$ cat src/design/scp_pkg.sv
// ----------------------------------------------------------------------------
// scp_pkg
// shared constants, types and range tables of the servo command line parser
// ----------------------------------------------------------------------------
package scp_pkg;

  localparam int BUFFER_BYTES = 256;
  localparam int CNT_W        = $clog2(BUFFER_BYTES);
  localparam int NUM_FIELDS   = 6;
  localparam int MAG_W        = 10;
  localparam int ACC_W        = MAG_W + 4;

  localparam logic [MAG_W-1:0] MAG_MAX = '1;

  localparam logic [7:0] CH_NUL   = 8'd0;
  localparam logic [7:0] CH_TAB   = 8'd9;
  localparam logic [7:0] CH_LF    = 8'd10;
  localparam logic [7:0] CH_CR    = 8'd13;
  localparam logic [7:0] CH_SPACE = 8'd32;
  localparam logic [7:0] CH_PLUS  = 8'd43;
  localparam logic [7:0] CH_COMMA = 8'd44;
  localparam logic [7:0] CH_MINUS = 8'd45;
  localparam logic [7:0] CH_ZERO  = 8'd48;
  localparam logic [7:0] CH_NINE  = 8'd57;

  localparam logic [1:0] PH_SKIP   = 2'd0;
  localparam logic [1:0] PH_SIGN   = 2'd1;
  localparam logic [1:0] PH_DIGITS = 2'd2;
  localparam logic [1:0] PH_DONE   = 2'd3;

  localparam logic [1:0] ST_MOVE     = 2'd0;
  localparam logic [1:0] ST_NODIGITS = 2'd1;
  localparam logic [1:0] ST_NOCOMMA  = 2'd2;
  localparam logic [1:0] ST_RANGE    = 2'd3;

  localparam logic [2:0] LAST_FIELD = 3'd5;

  typedef logic [NUM_FIELDS-1:0][7:0] angle_arr_t;

  typedef struct packed {
    logic [1:0] status;
    angle_arr_t angle;
  } result_t;

  function automatic logic [MAG_W-1:0] lim_low(input logic [2:0] k);
    logic [MAG_W-1:0] v;
    case (k)
      3'd1:    v = MAG_W'(15);
      3'd5:    v = MAG_W'(10);
      default: v = '0;
    endcase
    return v;
  endfunction

  function automatic logic [MAG_W-1:0] lim_high(input logic [2:0] k);
    logic [MAG_W-1:0] v;
    case (k)
      3'd1:    v = MAG_W'(165);
      3'd5:    v = MAG_W'(73);
      default: v = MAG_W'(180);
    endcase
    return v;
  endfunction

  function automatic logic out_of_range(input logic [2:0] k, input logic neg,
                                        input logic [MAG_W-1:0] mag);
    return (neg && (mag != '0)) || (mag < lim_low(k)) || (mag > lim_high(k));
  endfunction

endpackage

$ cat src/design/scp_in_stage.sv
// ----------------------------------------------------------------------------
// scp_in_stage
// input register for received bytes
// ----------------------------------------------------------------------------
module scp_in_stage (
  input  logic       clk,
  input  logic       rst_n,
  input  logic       in_valid,
  output logic       in_ready,
  input  logic [7:0] in_rx_byte,
  input  logic       take,
  output logic       byte_valid,
  output logic [7:0] byte_data
);
  import scp_pkg::*;

  logic       valid_r, valid_nxt;
  logic [7:0] byte_r;

  assign in_ready  = !valid_r || take;
  assign valid_nxt = in_ready ? in_valid : valid_r;

  always_ff @(posedge clk) begin
    if (!rst_n) begin
      valid_r <= 1'b0;
    end else begin
      valid_r <= valid_nxt;
    end
  end

  always_ff @(posedge clk) begin
    if (in_valid && in_ready) begin
      byte_r <= in_rx_byte;
    end
  end

  assign byte_valid = valid_r;
  assign byte_data  = byte_r;

endmodule

$ cat src/design/scp_parser.sv
// ----------------------------------------------------------------------------
// scp_parser
// per-byte line parse state, angle store and end-of-line result
// ----------------------------------------------------------------------------
module scp_parser (
  input  logic                  clk,
  input  logic                  rst_n,
  input  logic [7:0]            byte_data,
  input  logic                  step,
  output logic                  finish,
  output scp_pkg::result_t      result
);
  import scp_pkg::*;

  logic [2:0]       field_r, field_nxt;
  logic [1:0]       phase_r, phase_nxt;
  logic             neg_r, neg_nxt;
  logic [MAG_W-1:0] mag_r, mag_nxt;
  logic [1:0]       err_r, err_nxt;
  logic             rbad_r, rbad_nxt;
  logic [CNT_W-1:0] cnt_r, cnt_nxt;
  angle_arr_t       angle_r;

  logic             st_en;
  logic [2:0]       st_idx;
  logic [7:0]       st_val;
  logic             st_neg;
  logic [MAG_W-1:0] st_mag;
  logic             is_space, is_digit;
  logic [ACC_W-1:0] acc;
  angle_arr_t       angle_eff;

  // error and range flags before the end-of-line clear
  logic [1:0]       err_line;
  logic             rbad_line;
  logic [1:0]       line_status;

  assign is_space = (byte_data == CH_SPACE) || (byte_data >= CH_TAB && byte_data <= CH_CR);
  assign is_digit = (byte_data >= CH_ZERO) && (byte_data <= CH_NINE);
  assign acc      = ACC_W'(mag_r) * ACC_W'(10) + ACC_W'(byte_data[3:0]);

  always_comb begin
    field_nxt = field_r;
    phase_nxt = phase_r;
    neg_nxt   = neg_r;
    mag_nxt   = mag_r;
    err_nxt   = err_r;
    rbad_nxt  = rbad_r;
    cnt_nxt   = cnt_r;
    st_en     = 1'b0;
    st_idx    = field_r;
    st_val    = mag_r[7:0];
    st_neg    = neg_r;
    st_mag    = mag_r;
    finish    = 1'b0;

    if (byte_data == CH_LF) begin
      finish = 1'b1;
    end else begin
      if (phase_r != PH_DONE) begin
        if (byte_data == CH_NUL) begin
          // end of string seen by the parser
          if (phase_r == PH_DIGITS) begin
            st_en = 1'b1;
            if (field_r < LAST_FIELD) begin
              err_nxt = ST_NOCOMMA;
            end
          end else begin
            err_nxt = ST_NODIGITS;
          end
          phase_nxt = PH_DONE;
        end else if (phase_r == PH_SKIP && is_space) begin
          phase_nxt = PH_SKIP;
        end else if (phase_r == PH_SKIP && (byte_data == CH_PLUS || byte_data == CH_MINUS)) begin
          neg_nxt   = (byte_data == CH_MINUS);
          phase_nxt = PH_SIGN;
        end else if (phase_r == PH_SKIP || phase_r == PH_SIGN) begin
          if (is_digit) begin
            mag_nxt   = MAG_W'(byte_data[3:0]);
            phase_nxt = PH_DIGITS;
          end else begin
            err_nxt   = ST_NODIGITS;
            phase_nxt = PH_DONE;
          end
        end else if (is_digit) begin
          mag_nxt = (acc > ACC_W'(MAG_MAX)) ? MAG_MAX : acc[MAG_W-1:0];
        end else begin
          st_en = 1'b1;
          if (field_r >= LAST_FIELD) begin
            phase_nxt = PH_DONE;
          end else if (byte_data == CH_COMMA) begin
            field_nxt = field_r + 3'd1;
            phase_nxt = PH_SKIP;
            neg_nxt   = 1'b0;
            mag_nxt   = '0;
          end else begin
            err_nxt   = ST_NOCOMMA;
            phase_nxt = PH_DONE;
          end
        end
      end
      cnt_nxt = cnt_r + CNT_W'(1);
      finish  = (cnt_nxt == CNT_W'(BUFFER_BYTES - 1));
    end

    // line end closes an unfinished field
    if (finish && phase_nxt != PH_DONE) begin
      if (phase_nxt == PH_DIGITS) begin
        st_en  = 1'b1;
        st_idx = field_nxt;
        st_neg = neg_nxt;
        st_mag = mag_nxt;
        if (field_nxt < LAST_FIELD) begin
          err_nxt = ST_NOCOMMA;
        end
      end else begin
        err_nxt = ST_NODIGITS;
      end
      phase_nxt = PH_DONE;
    end

    if (st_en) begin
      st_val = st_mag[7:0];
      if (out_of_range(st_idx, st_neg, st_mag)) begin
        rbad_nxt = 1'b1;
      end
    end

    err_line  = err_nxt;
    rbad_line = rbad_nxt;

    if (finish) begin
      field_nxt = '0;
      phase_nxt = PH_SKIP;
      neg_nxt   = 1'b0;
      mag_nxt   = '0;
      err_nxt   = ST_MOVE;
      rbad_nxt  = 1'b0;
      cnt_nxt   = '0;
    end
  end

  always_comb begin
    for (int i = 0; i < NUM_FIELDS; i++) begin
      angle_eff[i] = (st_en && st_idx == 3'(i)) ? st_val : angle_r[i];
    end
  end

  always_comb begin
    line_status = err_line;
    if (err_line == ST_MOVE && rbad_line) begin
      line_status = ST_RANGE;
    end
    result.status = line_status;
    for (int i = 0; i < NUM_FIELDS; i++) begin
      result.angle[i] = (line_status == ST_MOVE) ? angle_eff[i] : 8'd0;
    end
    result.angle[NUM_FIELDS-1][7] = 1'b0;
  end

  always_ff @(posedge clk) begin
    if (!rst_n) begin
      field_r <= '0;
      phase_r <= PH_SKIP;
      neg_r   <= 1'b0;
      mag_r   <= '0;
      err_r   <= ST_MOVE;
      rbad_r  <= 1'b0;
      cnt_r   <= '0;
    end else if (step) begin
      field_r <= field_nxt;
      phase_r <= phase_nxt;
      neg_r   <= neg_nxt;
      mag_r   <= mag_nxt;
      err_r   <= err_nxt;
      rbad_r  <= rbad_nxt;
      cnt_r   <= cnt_nxt;
    end
  end

  always_ff @(posedge clk) begin
    if (step && st_en) begin
      angle_r[st_idx] <= st_val;
    end
  end

endmodule

$ cat src/design/scp_out_stage.sv
// ----------------------------------------------------------------------------
// scp_out_stage
// result register toward the command consumer
// ----------------------------------------------------------------------------
module scp_out_stage (
  input  logic             clk,
  input  logic             rst_n,
  input  logic             load,
  input  scp_pkg::result_t result,
  output logic             slot_free,
  output logic             out_valid,
  input  logic             out_ready,
  output scp_pkg::result_t out_result
);
  import scp_pkg::*;

  logic    valid_r, valid_nxt;
  result_t result_r;

  assign slot_free = !valid_r || out_ready;
  assign valid_nxt = load || (valid_r && !out_ready);

  always_ff @(posedge clk) begin
    if (!rst_n) begin
      valid_r <= 1'b0;
    end else begin
      valid_r <= valid_nxt;
    end
  end

  always_ff @(posedge clk) begin
    if (load) begin
      result_r <= result;
    end
  end

  assign out_valid  = valid_r;
  assign out_result = result_r;

endmodule

$ cat src/design/servo_command_line_parser_core.sv
// result path: the line-end byte passes the input register, then its result is loaded into the output register
// throughput: one byte per cycle; a byte that closes a line waits while an untaken result is held
// a line closes at a newline or after BUFFER_BYTES-1 bytes, one result per line
// the output register holds a result while the next byte is taken
// reset (rst_n low, synchronous) empties both stages and starts a fresh line
// ----------------------------------------------------------------------------
// servo_command_line_parser_core
// parses comma-separated joint angle lines into move commands
// ----------------------------------------------------------------------------
module servo_command_line_parser_core (
  input  logic       clk,
  input  logic       rst_n,
  input  logic       in_valid,
  output logic       in_ready,
  input  logic [7:0] in_rx_byte,
  output logic       out_valid,
  input  logic       out_ready,
  output logic [1:0] out_status,
  output logic [7:0] out_base_angle,
  output logic [7:0] out_shoulder_angle,
  output logic [7:0] out_elbow_angle,
  output logic [7:0] out_wrist_tilt_angle,
  output logic [7:0] out_wrist_turn_angle,
  output logic [6:0] out_grip_angle
);
  import scp_pkg::*;

  logic       byte_valid;
  logic [7:0] byte_data;
  logic       finish;
  logic       slot_free;
  logic       step;
  result_t    result;
  result_t    out_result;

  assign step = byte_valid && (!finish || slot_free);

  scp_in_stage u_in (
    .clk        (clk),
    .rst_n      (rst_n),
    .in_valid   (in_valid),
    .in_ready   (in_ready),
    .in_rx_byte (in_rx_byte),
    .take       (step),
    .byte_valid (byte_valid),
    .byte_data  (byte_data)
  );

  scp_parser u_parser (
    .clk       (clk),
    .rst_n     (rst_n),
    .byte_data (byte_data),
    .step      (step),
    .finish    (finish),
    .result    (result)
  );

  scp_out_stage u_out (
    .clk        (clk),
    .rst_n      (rst_n),
    .load       (step && finish),
    .result     (result),
    .slot_free  (slot_free),
    .out_valid  (out_valid),
    .out_ready  (out_ready),
    .out_result (out_result)
  );

  assign out_status           = out_result.status;
  assign out_base_angle       = out_result.angle[0];
  assign out_shoulder_angle   = out_result.angle[1];
  assign out_elbow_angle      = out_result.angle[2];
  assign out_wrist_tilt_angle = out_result.angle[3];
  assign out_wrist_turn_angle = out_result.angle[4];
  assign out_grip_angle       = out_result.angle[5][6:0];

`ifndef SYNTHESIS
  a_no_overwrite: assert property (@(posedge clk) disable iff (!rst_n)
    (out_valid && !out_ready) |-> !(step && finish))
    else $error("result overwritten while held");

  a_err_zero: assert property (@(posedge clk) disable iff (!rst_n)
    (out_valid && out_status != ST_MOVE) |->
      (out_base_angle == 8'd0 && out_shoulder_angle == 8'd0 && out_elbow_angle == 8'd0
       && out_wrist_tilt_angle == 8'd0 && out_wrist_turn_angle == 8'd0
       && out_grip_angle == 7'd0))
    else $error("angles not cleared on error status");

  a_move_range: assert property (@(posedge clk) disable iff (!rst_n)
    (out_valid && out_status == ST_MOVE) |->
      (out_shoulder_angle >= 8'd15 && out_shoulder_angle <= 8'd165
       && out_grip_angle >= 7'd10 && out_grip_angle <= 7'd73
       && out_base_angle <= 8'd180))
    else $error("move command angle out of range");

  a_stall_hold: assert property (@(posedge clk) disable iff (!rst_n)
    (byte_valid && !step) |=> byte_valid)
    else $error("pending byte dropped");
`endif

endmodule
$ cat config.mk
export PLATFORM = sky130hd
export DESIGN_NAME = servo_command_line_parser_core
export DESIGN_NICKNAME = d
export VERILOG_FILES = /design/src/design/scp_pkg.sv /design/src/design/scp_in_stage.sv /design/src/design/scp_parser.sv /design/src/design/scp_out_stage.sv /design/src/design/servo_command_line_parser_core.sv
export SDC_FILE = /design/constraint.sdc
export NUM_CORES = 1
export LEC_CHECK = 0
export ABC_AREA = 1
export BUFFER_PORTS_ARGS = -buffer_cell sky130_fd_sc_hd__clkbuf_2
export CORE_MARGIN = 2
export CORE_UTILIZATION = 45
export DETAILED_ROUTE_END_ITERATION = 10
export PLACE_DENSITY = 0.6
export SYNTH_ARGS = -nofsm -noshare
export SYNTH_HDL_FRONTEND = slang
export SYNTH_SLANG_ARGS = --single-unit
$ cat constraint.sdc
create_clock -name clk -period 6 [get_ports clk]
set_clock_uncertainty 0.1 [all_clocks]
set_input_delay 0.9 -clock clk [delete_from_list [all_inputs] [get_ports clk]]
set_output_delay 0.9 -clock clk [all_outputs]
set_load 0.05 [all_outputs]
==> key figures <==
Clocking
  • Post-CTS setup buffers: 0
  • Clock latency on the worst-skew pair: 0.41 ns
  • Hold buffers post-CTS: 0
  • Sink Count: 133
  • Root Driver: clkbuf_16
  • CTS max path bufs: 2
  • Worst-path clk slew: 0.06 ns
  • TritonCTS clock tree: built
  • CTS resizes: 0
  • Inserted Clock Buffers: 17
  • H-Tree Depth: 4

Min path
  • WHS Path Cells: 2
  • Hold Startpoint: u_parser.cnt_r[6]$_SDFFE_PN0P_
  • Hold WC Path Type: reg -> reg
  • Worst Hold Path EP: u_parser.cnt_r[6]$_SDFFE_PN0P_

Global route
  • First-pass GRT wire length: 29.0 mm
  • Total congestion overflow: 0
  • Antenna violations before repair: 0
  • GRT Util Overall: 20.3%
  • Vias in the first global route: 5751
  • Largest net degree at the start of global routing: 50

Worst setup path
  • Crit-path slowest cell: fa_1
  • Crit. End Element: register
  • Crit Path Class: reg -> reg
  • CP max stage delay: 0.57 ns
  • Critical path arrival: 5.37 ns
  • Buffers and inverters on the worst path: 3
  • Req. time, crit path: 6.06 ns
  • Cell mode on critical path: nand2_1
  • Worst reg2reg path endpoint: u_out.out_result[9]$_SDFFCE_PP0P_
  • CP Max Fanout: 9
  • R2R depth: 35
  • Startpoint types: register
  • Top delay family on crit path: simple AND/OR/NAND/NOR gates
  • FF-to-FF setup slack: 0.70 ns
  • Crit Reg-Reg Startpoint: u_parser.mag_r[1]$_SDFFE_PN0P_

Power
  • Sequential Power Share: 45.1%
  • Pleak: 3.79 nW
  • VDD IR-drop max: 0.196 mV
  • Sw frac: 22.5%
  • Clock power frac: 47.9%
  • Comb power frac: 7.0%
  • Sw power: 504 uW
  • Int Power: 1.74 mW
  • Power Dens Cells: 253 mW/mm^2

Logic synthesis
  • Cells after Synth: 897
  • Cell taking the most area after synthesis: edfxtp_1
  • Net Count, Synth: 943
  • Post-Synth Adder-Cell Area: 5.68%
  • Yosys cell types: 47
  • FFs w/ async S/R, synth: 0%
  • Synth warn: 0
  • #FFs+latches synth: 133
  • Register area share after synthesis: 47.8%
  • Mapped Area: 0.00775 sq mm
  • Main combinational cell family by area after synthesis: simple AND/OR/NAND/NOR gates
  • Number of flops mapped to enable cells by yosys: 104
  • Synth Area in Compound Gates: 8.53%
  • Avg Cell Area, Syn: 8.64 sq um
  • Yosys top cell area share: 40.3%
  • XOR/XNOR share of the synthesized area: 1.13%
  • Ranking of synthesized cells by area: edfxtp_1, nand2_1, dfxtp_1
  • Post-Synth Simple-Gate Area: 29.6%
  • Mux contribution to synthesized area: 0.129%
  • Synth Flop Type: edfxtp_1

Timing
  • Final Setup Violations: 0
  • Hold Fails Final Rpt: 0
  • Final Critical Period: 5.30 ns
  • Least-Margin Pin Slew: 1.03 ns
  • Setup TNS: 0 ns
  • Highest Clock Rate: 189 MHz
  • Slew margin rel.: 31.3%
  • Slew Viols, Final: 0
  • Fin crit share: 88.4%
  • RSZ-0062 raised after global routing: no

Route
  • Vias/cell: 5.00
  • Number of remaining DRC errors: 0
  • Vias after detailed routing: 5972
  • Iter 0 DRT Violations: 375
  • Final ANT Viol Nets: 0
  • DR WL/cell: 14.6 microns
  • Pre-antenna DRT Iters: 5
  • Final WL: 17.4 mm

Floorplan
  • Initial core utilization: 46.4%
  • Overall die area: 0.0183 sq mm
  • Die Width: 135 microns
  • I/O Pins: 63
  • FP Rows: 47
  • Die height: 135 microns
  • Core area: 0.0167 sq mm

Placed design
  • DPL Wire Length: 12.3 mm
  • Gpl congestion: 0.815
  • Placed cell area: 0.00825 sq mm
  • Port bufs: 62

Cells and area
  • Layout cell share with drive strength beyond 1: 19.5%
  • Nets: 1008
  • P&R area growth vs syn: 14.3%
  • # fillers: 1583
  • Final instance area: 0.00886 sq mm
  • # diodes: 0

Flow run
  • Max Cap Violations: 0

Run status
  • Status: completed
## routing by layer
layer / GRT usage, % / routed length, microns / vias up
met2: 32.7 / 8000 / 127
met3: 3.52 / 669 / 26
met4: 6.66 / 359 / 0
met1: 28.1 / 8400 / 2735
met5: 0 / 0 / -
li1: - / - / 3084
## power groups by stage
stage | sequential, mW | combinational, mW | clock [mW]
3_5_place_dp | 1.03 | 0.157 | 0
4_1_cts | 1.01 | 0.157 | 1.09
2_1_floorplan | 1.03 | 0.129 | 0
3_3_place_gp | 1.03 | 0.156 | 0
6_report | 1.01 | 0.157 | 1.07
5_1_grt | 1.01 | 0.177 | 1.13
## sequential cells by signal, summed over array words and instances, names as in the netlist
register / cells
u_parser.err_r: 2
u_out.out_valid: 1
u_parser.mag_r: 10
u_in.byte_data: 8
u_in.byte_valid: 1
u_parser.neg_r: 1
u_parser.field_r: 3
u_parser.cnt_r: 8
u_parser.rbad_r: 1
u_parser.angle_r: 47
u_out.out_result: 49
u_parser.phase_r: 2
## Yosys cell counts (all sizes together) (10+ instances only)
| cell | number |
|---|---|
| a21oi | 86 |
| clkbuf | 15 |
| dfxtp | 29 |
| edfxtp | 104 |
| ha | 32 |
| inv | 102 |
| nand2 | 228 |
| nand3 | 57 |
| nand4 | 10 |
| nor2 | 154 |
| nor3 | 10 |
| o21ai | 28 |
## how the worst max path moves through the flow
stage                                               from                            endpoint  slack, ns  cells past startpoint
after detailed placement  u_parser.mag_r[1]$_SDFFE_PN0P_  u_out.out_result[20]$_SDFFCE_PP0P_       0.72                     35
final                     u_parser.mag_r[1]$_SDFFE_PN0P_   u_out.out_result[9]$_SDFFCE_PP0P_       0.70                     35
after CTS                 u_parser.mag_r[1]$_SDFFE_PN0P_  u_out.out_result[20]$_SDFFCE_PP0P_       0.70                     35
after floorplan           u_parser.mag_r[1]$_SDFFE_PN0P_   u_out.out_result[0]$_SDFFCE_PP0P_       1.41                     36
after global placement    u_parser.mag_r[1]$_SDFFE_PN0P_  u_out.out_result[21]$_SDFFCE_PP0P_       0.86                     35
after global routing      u_parser.mag_r[1]$_SDFFE_PN0P_  u_out.out_result[38]$_SDFFCE_PP0P_       0.28                     34
## cell usage in the layout, fill, tap and decap left out, types with 5 or more instances in the layout
master / Yosys / final
nand2_1: 211 / 211
nor2_1: 114 / 114
edfxtp_1: 104 / 104
inv_1: 94 / 93
a21oi_1: 84 / 84
clkbuf_2: 0 / 62
nand3_1: 50 / 50
nor2_4: 32 / 32
ha_1: 32 / 32
dfxtp_1: 29 / 29
o21ai_0: 18 / 18
clkbuf_16: 0 / 17
nand2_2: 13 / 13
inv_2: 8 / 9
nor2_2: 8 / 8
nand4_1: 7 / 7
o21ai_1: 8 / 7
nand3_2: 7 / 7
nor3_1: 7 / 7
buf_4: 1 / 7
xor2_1: 6 / 6
clkinv_1: 3 / 5
## cell families after synthesis
| kind of cell | Yosys count |
|---|---|
| AO/OA/AOI/OAI | 124 |
| XOR/XNOR | 10 |
| adder cells (fa/ha/maj) | 34 |
| buffers and inverters | 129 |
| flip-flops | 133 |
| multiplexers | 1 |
| AND/OR/NAND/NOR | 466 |
## area by class of cell
type                    instances  area [sq um]  area share, %
clock buffers                  17           425           4.80
clock inverters                14           184           2.08
inverters                     105           394           4.45
multi-input cells             635          3490           39.4
flip-flops and latches        133          3700           41.8
well taps                     220           275           3.11
repair buffers                 70           383           4.32
## stage by stage
stage | power [mW] | instances | util, % | hold WS, ns | setup slack, ns
6_report | 2.24 | 1194 | 53.0 | 0.363 | 0.697
5_1_grt | 2.32 | 1194 | 53.0 | 0.384 | 0.280
4_1_cts | 2.26 | 1194 | 53.0 | 0.362 | 0.698
3_5_place_dp | 1.19 | 1163 | 49.4 | 0.353 | 0.724
3_3_place_gp | 1.19 | 1163 | 49.4 | 0.349 | 0.857
2_1_floorplan | 1.16 | 897 | - | 0.341 | 1.41
## worst register-to-register path: cells and delay by family, from the launching register on
kind,cells,cell delay [ns]
flip-flops,1,0.46
buffers and inverters,3,0.43
AND/OR/NAND/NOR,26,2.42
adder cells (fa/ha/maj),4,1.39
AO/OA/AOI/OAI,2,0.26
Note: power is estimated with default switching activity, not from simulation.
